<file path="src/rtl/assert_macros.svh">
// Assertion macros shared by the RTL.
`ifndef ASSERT_MACROS_SVH
`define ASSERT_MACROS_SVH

// Checked on every clock edge outside reset.
`define CCML_ASSERT(label, prop, msg) \
	label: assert property (@(posedge clk) disable iff (!arst_n) prop) else $error(msg);

// Checked on every clock edge, reset included.
`define CCML_ASSERT_ALL(label, prop, msg) \
	label: assert property (@(posedge clk) prop) else $error(msg);

`endif

</file>
<file path="src/rtl/ccml_pkg.sv">
// Shared constants, types and helpers of the color cross marker locator.
package ccml_pkg;
	localparam int ARM_LENGTH = 5;
	localparam int MAX_WIDTH = 1024;
	localparam int MAX_HEIGHT = 1024;
	localparam int COL_W = $clog2(MAX_WIDTH);
	localparam int ROW_W = $clog2(MAX_HEIGHT);
	localparam int DIM_W = 11;
	localparam int PIX_W = 8;
	localparam int RING_LINES = 2 * ARM_LENGTH + 1;
	localparam int LINE_W = $clog2(RING_LINES);
	localparam int FLAG_W = 4;
	localparam int FLAG_AW = LINE_W + COL_W;
	localparam int FLAG_DEPTH = 1 << FLAG_AW;
	localparam int BLUE_W = ROW_W + 1;

	localparam int F_PRED = 0;
	localparam int F_R255 = 1;
	localparam int F_PBLUE = 2;
	localparam int F_B255 = 3;

	localparam logic [PIX_W-1:0] PIX_MAX = '1;
	localparam logic [DIM_W-1:0] RST_WIDTH = DIM_W'(640);
	localparam logic [DIM_W-1:0] RST_HEIGHT = DIM_W'(480);
	localparam logic [PIX_W-1:0] RST_LEVEL = PIX_W'(160);
	localparam logic [PIX_W-1:0] RST_MARGIN = PIX_W'(50);

	typedef enum logic [1:0] {
		CFG_WIDTH = 2'd0,
		CFG_HEIGHT = 2'd1,
		CFG_LEVEL = 2'd2,
		CFG_MARGIN = 2'd3
	} cfg_idx_t;

	typedef struct packed {
		logic [PIX_W-1:0] red;
		logic [PIX_W-1:0] green;
		logic [PIX_W-1:0] blue;
		logic [FLAG_W-1:0] flags;
	} cls_pix_t;

	function automatic logic [LINE_W-1:0] line_add(input logic [LINE_W-1:0] line, input int k);
		logic [LINE_W:0] sum;
		sum = {1'b0, line} + (LINE_W+1)'(k);
		if (sum >= (LINE_W+1)'(RING_LINES))
			sum = sum - (LINE_W+1)'(RING_LINES);
		return sum[LINE_W-1:0];
	endfunction

	function automatic logic [DIM_W-1:0] clamp_dim(input logic [DIM_W-1:0] v, input int hi);
		if (v == '0)
			return DIM_W'(1);
		if (v > DIM_W'(hi))
			return DIM_W'(hi);
		return v;
	endfunction
endpackage

</file>
<file path="src/rtl/ccml_classify.sv">
// Pixel classifier: pure red, pure blue or unchanged, plus window flags.
module ccml_classify (
	input logic [ccml_pkg::PIX_W-1:0] pix_red,
	input logic [ccml_pkg::PIX_W-1:0] pix_green,
	input logic [ccml_pkg::PIX_W-1:0] pix_blue,
	input logic [ccml_pkg::PIX_W-1:0] level,
	input logic [ccml_pkg::PIX_W-1:0] margin,
	output ccml_pkg::cls_pix_t cls
);
	import ccml_pkg::*;

	logic [PIX_W:0] g_m, b_m, r_m;
	logic red_hit, blue_hit;

	assign g_m = {1'b0, pix_green} + {1'b0, margin};
	assign b_m = {1'b0, pix_blue} + {1'b0, margin};
	assign r_m = {1'b0, pix_red} + {1'b0, margin};

	assign red_hit = (pix_red > level) && ({1'b0, pix_red} > g_m) && ({1'b0, pix_red} > b_m);
	assign blue_hit = (pix_blue > level) && ({1'b0, pix_blue} > g_m) && ({1'b0, pix_blue} > r_m);

	always_comb begin
		if (red_hit) begin
			cls.red = PIX_MAX;
			cls.green = '0;
			cls.blue = '0;
		end else if (blue_hit) begin
			cls.red = '0;
			cls.green = '0;
			cls.blue = PIX_MAX;
		end else begin
			cls.red = pix_red;
			cls.green = pix_green;
			cls.blue = pix_blue;
		end
		cls.flags[F_PRED] = (cls.red == PIX_MAX) && (cls.green == '0) && (cls.blue == '0);
		cls.flags[F_R255] = (cls.red == PIX_MAX);
		cls.flags[F_PBLUE] = (cls.red == '0) && (cls.green == '0) && (cls.blue == PIX_MAX);
		cls.flags[F_B255] = (cls.blue == PIX_MAX);
	end
endmodule

</file>
<file path="config.mk">
export PLATFORM = sky130hd
export DESIGN_NAME = ccml_classify
export DESIGN_NICKNAME = d
export VERILOG_FILES = /design/src/rtl/assert_macros.svh /design/src/rtl/ccml_pkg.sv /design/src/rtl/ccml_classify.sv
export SDC_FILE = /design/constraint.sdc
export NUM_CORES = 1
export LEC_CHECK = 0
export ABC_AREA = 1
export CAP_MARGIN = 20
export CORE_MARGIN = 2
export CORE_UTILIZATION = 65
export DETAILED_ROUTE_END_ITERATION = 8
export DONT_BUFFER_PORTS = 1
export MAX_ROUTING_LAYER = met4
export PLACE_DENSITY = 0.83
export SLEW_MARGIN = 20
export SYNTH_ARGS = -nofsm -noshare
export SYNTH_HDL_FRONTEND = slang
export SYNTH_SLANG_ARGS = --single-unit
</file>
<file path="constraint.sdc">
create_clock -name vclk -period 3.1
set_input_delay 0 -clock vclk [all_inputs]
set_output_delay 0 -clock vclk [all_outputs]
set_load 0.005 [all_outputs]
</file>
; ---- Word-level counts from Yosys, hierarchy flattened
; Index checks and enable logic that the tools add are counted.
[word_totals]
regBits = 0
latch_bits = 0
ramBits = 0
mem_bits_ro = 0
inputBits = 40
output_inout_bits = 28
word_cells = 24
n_memories = 0
[classes]
add_sub_neg = 3
mul = 0
div_mod_pow = 0
n_lt_le_gt_ge = 6
n_eq_ne = 2
n_shift = 0
mux = 2
bitwise_logic = 0
reduce_logical = 11
[ops]
columns = op, count
row1 = $mux 24, 2
row2 = $gt 8x9->1, 4
row3 = $add 8x8->9, 3
row4 = $logic_not 8->1, 3
row5 = $eq 8x8->1 const B, 2
row6 = $gt 8x8->1, 2
row7 = $logic_and 1x1->1, 8

; ---- Logic depth before layout (Yosys ltp)
; Gate-level depths: netlist of the first run.
[logic_depth]
ltp_word = 9
ltp_mapped = 25
ltp_nobuf = 24

; ---- Worst setup path after synthesis of the first run
; Ideal clock, no wire load.
[synth_path]
kind = in2out
startpoint = in pix_blue[2] (netlist bit)
endpoint = out cls[0] (netlist bit)
arrival_time_ns = 2.764
required_time_ns = 3.100
setup_slack_ns = 0.336
stages = 25
n_path_buf = 1
path_cell_list = ha_1 -> a21oi_1 -> nand2_1 -> a21oi_1 -> o21bai_1 -> a21o_1 -> a21oi_1 -> xor2_1 -> ha_1 -> nand2_1 -> nor2_1 -> nand2_1 -> nand2_1 -> a21oi_1 -> nand3_1 -> nor2_1 -> nand2_1 -> nor2_1 -> nand2_2 -> buf_6 -> o211ai_1 -> nand2_1 -> nor2_1 -> nand3_1 -> nor2_1
[synth_rtl]
columns = item, line
row1 = from (decl), ccml_classify.sv:5  ; input logic [ccml_pkg::PIX_W-1:0] pix_blue,
row2 = to (decl), ccml_classify.sv:8  ; output ccml_pkg::cls_pix_t cls

==> qor.txt, run 1 <==
vias - 2,784
Synth area leader - ha_1
sequential cell count - 0
most common cell after layout, fill and taps aside - nand2_1
fin crit period - 2950 ps
Sw Pwr - 0.000352 W
Cell Area, Synth - 0.00253 mm²
critical path class - in -> out
synthesized instance count - 418
placed cell areas - 0.00266 mm²
Final Hold Fails - 0
Worst Max-Slew Pin Slew - 332 ps
Hold Path Class - in -> out
crit path max fanout - 6
antenna violations before repair - 0
Sw Share - 0.574
number of global-route vias before repair - 2,617
remaining antenna violation count - 0
power per cell area - 216 mW/mm²
unrepaired setup endpoints after global routing - true
CP most frequent cell - nand2_1
Gate power share - 1.000
Slew HR - 0.778
# fillers - 314
Syn. warnings - 0
Final Cell Area - 0.00284 mm²
post-synthesis sequential area ratio - 0
CORE AREA - 0.00372 mm²
critical path required time - 3100 ps
Die Height - 66.4 µm
Hold Buf Count CTS - 0
grt ovf - 0
register area - 0 µm²
Die W - 66.4 µm
clock buffer count - 0
Pre-Repair DR Iteration Count - 6
Max-Cap Viols - 0
Starting DRT DRC Count - 147
Critical Path AT - 2950 ps
largest family of logic cells by synthesized area - adder cells
IO Count - 68
PortBufs - 0
share of the synthesized area in the top cell type - 0.336
layout net count - 547
vias per std cell - 5.78
Routed WL - 7460 µm
routability congestion estimate from global placement - 0.904
Crit-path slowest cell - ha_1
max-slew violation count - 0
Synth Area in Compound Gates - 0.133
Post-Synth Adder-Cell Area - 0.360
syn nets - 529
hold depth - 2
Post-DP HPWL - 5960 µm
synth unique cells - 32
final worst-path cycle share - 0.952
P_int - 0.000261 W
Avg Inst Size Synth - 6.06 µm²
status - finished clean
commonest non-fill, non-tap cells in the layout - nand2_1 (123), ha_1 (66), inv_1 (60)
starting density of the core - 0.681
Post-Synth XOR/XNOR Area - 0.0554
post-synthesis mux area share - 0
nature of the critical path startpoint - input port
layout cells sized above 1 - 0.129
largest net degree at the start of global routing - 25
global-route wire length before repair - 11,500 µm
all-layer global routing usage - 0.342
achievable frequency - 339 MHz
drc violations - 0
CP endpoint kind - output port
area added between synthesis and finish - 12.4%
Worst VDD drop - 0.133 mV
full die area - 0.00441 mm²
# rows - 22
final setup vio count - 0
Synth area leaders - ha_1 (34%), nand2_1 (19%), inv_1 (9.0%)
clock power share - 0
hold slack final - 83.3 ps
sequential cell fraction of total power - 0
final antenna diode count - 0
WL/cell - 15.5 µm
CP max stage delay - 260 ps
leakage - 1.69 nW
Post-Synth Simple-Gate Area - 0.344
final timing paths:
| kind | startpoint | to | slack, ps |
|---|---|---|---|
| max | pix_blue[1] | cls[0] | 150 |
| min | pix_green[6] | cls[18] | 80 |
Yosys cell counts (all sizes together):
cell / count
a31oi: 2
fa: 3
nand3b: 2
xnor2: 8
ha: 68
o21bai: 5
inv: 62
and2: 1
nand4: 6
nor3: 3
clkinv: 1
a21oi: 34
nand3: 28
xor2: 8
a21o: 2
o211ai: 4
o21ai: 5
nor2: 37
nand2: 129
buf: 4
and3b: 1
o21a: 3
o41ai: 2
cells by family (layout without fill, tap and decap cells):
| logic type | after synthesis | in the layout |
|---|---|---|
| AO/OA/AOI/OAI | 57 | 57 |
| XOR/XNOR | 16 | 16 |
| adder cells (fa/ha/maj) | 71 | 71 |
| buffers and inverters | 67 | 81 |
| AND/OR/NAND/NOR | 207 | 209 |
metal layers:
layer,part of all wire,GRT usage,vias up
met5,0,-,-
met4,0.029,0.0995,0
met3,0.072,0.0204,17
met2,0.48,0.600,100
met1,0.42,0.422,1251
li1,-,-,1416
cell type report:
class	instances	area (µm²)	area share
repair buffers	18	148	0.0519
inverters	63	236	0.0832
multi-input cells	353	2400	0.844
well taps	48	60.1	0.0211
worst max-delay path: cells and delay by family:
family | cells | cell delay, ps
AO/OA/AOI/OAI | 6 | 800
buffers and inverters | 1 | 170
AND/OR/NAND/NOR | 15 | 1310
adder cells (fa/ha/maj) | 2 | 470
XOR/XNOR | 1 | 170
power groups by stage:
stage	Combinational, W	Clock (W)	Sequential, W
2_1_floorplan	0.000439	0	0
3_3_place_gp	0.000533	0	0
3_5_place_dp	0.000554	0	0
4_1_cts	0.000561	0	0
5_1_grt	0.000699	0	0
6_report	0.000613	0	0
per-stage QoR:
stage                     cells  total power [W]  setup TNS, ps  setup slack, ps   util
after floorplan             418         0.000439              0              336      -
after global placement      476         0.000533              0              113  0.716
after detailed placement    476         0.000554          -43.9            -43.9  0.716
after CTS                   477         0.000561              0             5.53  0.722
after global routing        482         0.000699           -187             -114  0.765
final                       482         0.000613              0              150  0.765
repair_timing:
| item | 4_1_cts | 5_1_grt |
|---|---|---|
| resized for setup | 0 | 31 |
| gates cloned | 0 | 2 |
| pin swaps | 1 | 15 |
| buffers inserted | 1 | 3 |
| setup endpoints to repair | 2 | 13 |
Note: power is estimated with default switching activity, not from simulation.
==> run 2, diff against run 1 <==
--- a/config.mk
+++ b/config.mk
@@ -5,7 +5,6 @@
 export SDC_FILE = /design/constraint.sdc
 export NUM_CORES = 1
 export LEC_CHECK = 0
-export ABC_AREA = 1
 export CAP_MARGIN = 20
 export CORE_MARGIN = 2
 export CORE_UTILIZATION = 65
==> run 2 against run 1 <==
The run now ends with negative setup slack left. Total power rose by 1.3%. Synthesized area down 5.9%. Synthesized cell count is 30% lower. Global-route usage rose by 3.4 points. Sequential share of layout area is the same. Cell area is 1.9% lower. Via count down 7.1%. Non-clock buffer count grew 8. Routed wire length up 5.6%. First-iteration DRC count rose by 32%. Critical path type unchanged.
==> qor.txt, run 2 <==
synth cell count leaders - ha_1 (68), inv_1 (25), a21oi_1 (24) (was nand2_1 (125), ha_1 (68), inv_1 (61))
status - finished with violations (was finished clean)
Synth area leader - ha_1 (unchanged)
achievable frequency - 316 MHz (was 339 MHz)
area added between synthesis and finish - 17.2% (was 12.4%)
Util after Layout - 0.817 (was 0.765)
power per cell area - 223 mW/mm² (was 216 mW/mm²)
max-slew violation count - 0 (unchanged)
Hold Buf Count CTS - 0 (unchanged)
synthesized instance count - 291 (was 418)
Crit. path cell count - 20 (was 25)
Cell Area, Synth - 0.00238 mm² (was 0.00253 mm²)
Pre-Repair DR Iteration Count - 5 (was 6)
starting density of the core - 0.697 (was 0.681)
Final Hold Fails - 0 (unchanged)
Hold Path Class - in -> out (unchanged)
share of the synthesized area in the top cell type - 0.357 (was 0.336)
sequential cell count - 0 (unchanged)
worst setup margin - -66.3 ps (was 150 ps)
number of global-route vias before repair - 2,566 (was 2,617)
clock buffer count - 0 (unchanged)
global-route wire length before repair - 12,100 µm (was 11,500 µm)
layout cells sized above 1 - 0.226 (was 0.129)
nature of the critical path startpoint - input port (unchanged)
hold depth - 1 (was 2)
most common cell after layout, fill and taps aside - ha_1 (was nand2_1)
Post-DP HPWL - 5590 µm (was 5960 µm)
remaining antenna violation count - 0 (unchanged)
# rows - 21 (was 22)
# fillers - 239 (was 314)
all-layer global routing usage - 0.376 (was 0.342)
Worst VDD drop - 0.131 mV (was 0.133 mV)
leakage - 1.30 nW (was 1.69 nW)
Syn. warnings - 0 (unchanged)
final antenna diode count - 0 (unchanged)
largest net degree at the start of global routing - 15 (was 25)
final setup vio count - 24 (was 0)
register area - 0 µm² (unchanged)
crit path max fanout - 7 (was 6)
Setup TNS Final - -867 ps (was 0 ps)
Worst Max-Slew Pin Slew - 750 ps (was 332 ps)
Max-Cap Viols - 0 (unchanged)
unrepaired setup endpoints after global routing - true (unchanged)
full die area - 0.00416 mm² (was 0.00441 mm²)
critical path required time - 3100 ps (about the same)
critical path class - in -> out (unchanged)
fin crit period - 3170 ps (was 2950 ps)
syn nets - 402 (was 529)
post-synthesis sequential area ratio - 0 (unchanged)
critical path's top delay family - buffers and inverters (was simple AND/OR/NAND/NOR gates)
CP most frequent cell - buf_4 (was nand2_1)
CORE AREA - 0.00342 mm² (was 0.00372 mm²)
most frequent cell after synthesis - ha_1 (was nand2_1)
routability congestion estimate from global placement - 0.951 (was 0.904)
failing checks - negative setup slack
CP max stage delay - 510 ps (was 260 ps)
Routed WL - 7880 µm (was 7460 µm)
layout net count - 427 (was 547)
CP endpoint kind - output port (unchanged)
Slew HR - 0.495 (was 0.778)
drc violations - 0 (unchanged)
CP bufs+invs - 11 (was 1)
CP cell instances - ha_4 -> fa_2 -> a211oi_2 -> o21bai_1 -> a21oi_2 -> buf_4 -> buf_4 -> buf_4 -> buf_4 -> buf_4 -> buf_4 -> buf_4 -> buf_4 -> buf_4 -> buf_4 -> nor2_1 -> or4_4 -> a211o_4 -> buf_6 -> o21ai_0
antenna violations before repair - 0 (unchanged)
Die Height - 64.5 µm (was 66.4 µm)
vias - 2,585 (was 2,784)
grt ovf - 0 (unchanged)
Synth area leaders - ha_1 (36%), a21oi_1 (5.0%), o21a_1 (5.0%) (was ha_1 (34%), nand2_1 (19%), inv_1 (9.0%))
Critical Path AT - 3170 ps (was 2950 ps)
final worst-path cycle share - 1.02 (was 0.952)
IO Count - 68 (unchanged)
PortBufs - 0 (unchanged)
Starting DRT DRC Count - 194 (was 147)
synth unique cells - 43 (was 32)
Avg Inst Size Synth - 8.18 µm² (was 6.06 µm²)
Die W - 64.5 µm (was 66.4 µm)
WL/cell - 21.9 µm (was 15.5 µm)
Crit-path slowest cell - or4_4 (was ha_1)
vias per std cell - 7.18 (was 5.78)
commonest non-fill, non-tap cells in the layout - ha_1 (65), inv_1 (25), buf_4 (19) (was nand2_1 (123), ha_1 (66), inv_1 (60))
## run 2: changes by cell type after synthesis, sizes merged, moves of 13 or more
cell | before | now
o21a | 3 | 16
inv | 62 | 25
nor2 | 37 | 14
nand2 | 129 | 6
nand3 | 28 | 3
o21ai | 5 | 22
## run 2: layout make-up
cell class | count | area [µm²] | share of cell area
timing repair buffer | 26 | 243 | 0.0870
inverter | 25 | 93.8 | 0.0336
multi-input combinational | 263 | 2400 | 0.859
tap | 46 | 57.6 | 0.0206
## run 2: through the flow
stage / cells / hold slack [ps] / setup slack [ps] / cell area, µm² / total power [W]
3_5_place_dp: 345 / 119 / -298 / 2520 / 0.000531
4_1_cts: 359 / 119 / 3.01 / 2700 / 0.000582
3_3_place_gp: 345 / 121 / -285 / 2520 / 0.000513
6_report: 360 / 105 / -66.3 / 2790 / 0.000621
2_1_floorplan: 291 / 113 / 41.9 / 2380 / 0.000416
5_1_grt: 360 / 114 / -181 / 2790 / 0.000693
## run 2: worst paths after layout
kind	startpoint	to	slack (ps)
setup / recovery	pix_blue[0]	cls[27]	-70
hold / removal	pix_blue[3]	cls[7]	110
## run 2: power breakdown
part           total [W]  internal [W]  switching, W
sequential             0             0             0
combinational   0.000621      0.000307      0.000314
clock                  0             0             0
## run 2: cells by family after synthesis
family,synth area share
AO/OA/AOI/OAI,0.291
AND/OR/NAND/NOR,0.195
buffers and inverters,0.0541
XOR/XNOR,0.0778
adder cells (fa/ha/maj),0.383
## run 2: metal layers
metal,global-route usage,wire length [µm],share of wire,up-vias
met5,-,0,0,-
li1,-,-,-,1178
met4,0.117,367,0.047,0
met2,0.651,3550,0.45,169
met3,0.0729,891,0.11,39
met1,0.441,3060,0.39,1199
## run 2: repair_timing
action,CTS,global route
pin swaps,10,16
setup endpoints to repair,28,28
gates cloned,2,1
setup buffers,13,1
gates resized for setup,15,32
==> run 3, diff against run 2 <==
--- a/config.mk
+++ b/config.mk
@@ -6,6 +6,7 @@
 export NUM_CORES = 1
 export LEC_CHECK = 0
 export CAP_MARGIN = 20
+export CORE_ASPECT_RATIO = 0.7
 export CORE_MARGIN = 2
 export CORE_UTILIZATION = 65
 export DETAILED_ROUTE_END_ITERATION = 8
==> run 3 against run 2 <==
The run still ends with negative setup slack left. Cell area down 3.8%. Hold slack improved by 2.1 ps. Utilization is 5.3 points lower. Fmax is 2.4% lower. Routed wire length increased by 3.4%. Global-route usage shrank 0.89 points. Count of clock-buffer cells in the layout did not move. Non-clock buffer count fell by 12. Setup slack worse by 79 ps. Die area grew 0.18%. Highest routed layer unchanged.
==> qor.txt, run 3 (synthesis gave the netlist of run 2 again) <==
status - finished with violations (unchanged)
failing checks - negative setup slack (unchanged)
leakage - 1.23 nW (was 1.30 nW)
sequential cell count - 0 (unchanged)
unrepaired setup endpoints after global routing - true (unchanged)
CORE AREA - 0.00351 mm² (was 0.00342 mm²)
vias - 2,563 (was 2,585)
Place WS - -353 ps (was -298 ps)
starting density of the core - 0.678 (was 0.697)
Routed WL - 8140 µm (was 7880 µm)
remaining antenna violation count - 0 (unchanged)
met2 WL - 3430 µm (was 3550 µm)
fin crit period - 3240 ps (was 3170 ps)
Worst VDD drop - 0.131 mV (about the same)
all-layer global routing usage - 0.367 (was 0.376)
achievable frequency - 308 MHz (was 316 MHz)
Slew HR - 0.522 (was 0.495)
max-slew violation count - 0 (unchanged)
Die W - 76.3 µm (was 64.5 µm)
area added between synthesis and finish - 12.7% (was 17.2%)
grt ovf - 0 (unchanged)
global-route wire length before repair - 11,500 µm (was 12,100 µm)
M1 wire length - 3500 µm (was 3060 µm)
layout cells sized above 1 - 0.184 (was 0.226)
Critical Path AT - 3240 ps (was 3170 ps)
worst setup margin - -145 ps (was -66.3 ps)
Setup TNS Final - -558 ps (was -867 ps)
number of global-route vias before repair - 2,283 (was 2,566)
power per cell area - 227 mW/mm² (was 223 mW/mm²)
IO Count - 68 (unchanged)
vias per std cell - 7.24 (was 7.18)
Util after Layout - 0.764 (was 0.817)
Overall Power - 0.000609 W (was 0.000621 W)
largest net degree at the start of global routing - 15 (unchanged)
final worst-path cycle share - 1.05 (was 1.02)
nature of the critical path startpoint - input port (unchanged)
DR WL met3 - 960 µm (was 891 µm)
Worst Max-Slew Pin Slew - 713 ps (was 750 ps)
Pre-Repair DR Iteration Count - 5 (unchanged)
layout net count - 417 (was 427)
Hold Path Class - in -> out (unchanged)
register area - 0 µm² (unchanged)
WL/cell - 23.0 µm (was 21.9 µm)
routability congestion estimate from global placement - 1.02 (was 0.951)
Worst Hold Launch - pix_blue[1] (was pix_blue[3])
commonest non-fill, non-tap cells in the layout - ha_1 (66), inv_1 (25), a21oi_1 (19) (was ha_1 (65), inv_1 (25), buf_4 (19))
full die area - 0.00417 mm² (was 0.00416 mm²)
Max Used Layer - met4 (unchanged)
clock buffer count - 0 (unchanged)
Final Hold Fails - 0 (unchanged)
final setup vio count - 21 (was 24)
crit path max fanout - 7 (unchanged)
CP startpoint - pix_green[1] (was pix_blue[0])
critical path required time - 3100 ps (about the same)
Die Height - 54.6 µm (was 64.5 µm)
final antenna diode count - 0 (unchanged)
Max-Cap Viols - 0 (unchanged)
# rows - 18 (was 21)
drc violations - 0 (unchanged)
antenna violations before repair - 0 (unchanged)
Final Cell Area - 0.00268 mm² (was 0.00279 mm²)
Post-DP HPWL - 5630 µm (was 5590 µm)
PortBufs - 0 (unchanged)
CP endpoint kind - output port (unchanged)
placed cell areas - 0.00248 mm² (was 0.00252 mm²)
critical path class - in -> out (unchanged)
Starting DRT DRC Count - 304 (was 194)
most common cell after layout, fill and taps aside - ha_1 (unchanged)
run 3: cell types whose count changed in the layout (fill, tap and decap cells not counted), sizes merged:
cell,change
buf,-14
clkbuf,+2
a211o,+2
run 3: critical path, cell delays in order:
cell	delay, ps
ha_1	290
a211o_2	360
a211o_2	310
a21oi_1	140
o21bai_1	90
xnor2_1	150
ha_1	370
and4_1	240
nand3_1	150
nor4_4	340
a211oi_4	70
buf_4	170
clkbuf_4	170
o31ai_1	380
run 3: area by class of cell:
cell class | count | area [µm²]
timing repair buffer | 14 | 139
tap | 50 | 62.6
fill | 245 | 830
multi-input combinational | 265 | 2390
inverter | 25 | 93.8
run 3: path summary, 6_finish.rpt:
kind / endpoint / slack (ps) / cells past startpoint
worst min-delay path: cls[5] / 110 / 1
worst max-delay path: cls[0] / -140 / 14
run 3: report_power, final:
| part | internal [W] | total, W | switching (W) |
|---|---|---|---|
| clock network | 0 | 0 | 0 |
| logic | 0.000284 | 0.000609 | 0.000325 |
| registers | 0 | 0 | 0 |
| total | 0.000284 | 0.000609 | 0.000325 |
run 3: what timing repair did:
item / CTS / global route
setup buffers: 2 / 2
gates resized for setup: 14 / 17
cloned: 3 / 3
hold buffers: 0 / 0
pin swaps: 6 / 26
endpoints found under the setup margin: 28 / 28
run 3: per-layer routing:
layer	global-route usage	up-vias
met1	0.500	1191
li1	-	1163
met4	0.0576	0
met2	0.580	176
met3	0.0743	33
met5	-	-
run 3: metrics by stage:
step / cells / hold slack (ps)
after floorplan: 291 / 113
after CTS: 350 / 121
after global routing: 354 / 118
after global placement: 345 / 122
final: 354 / 107
after detailed placement: 345 / 118
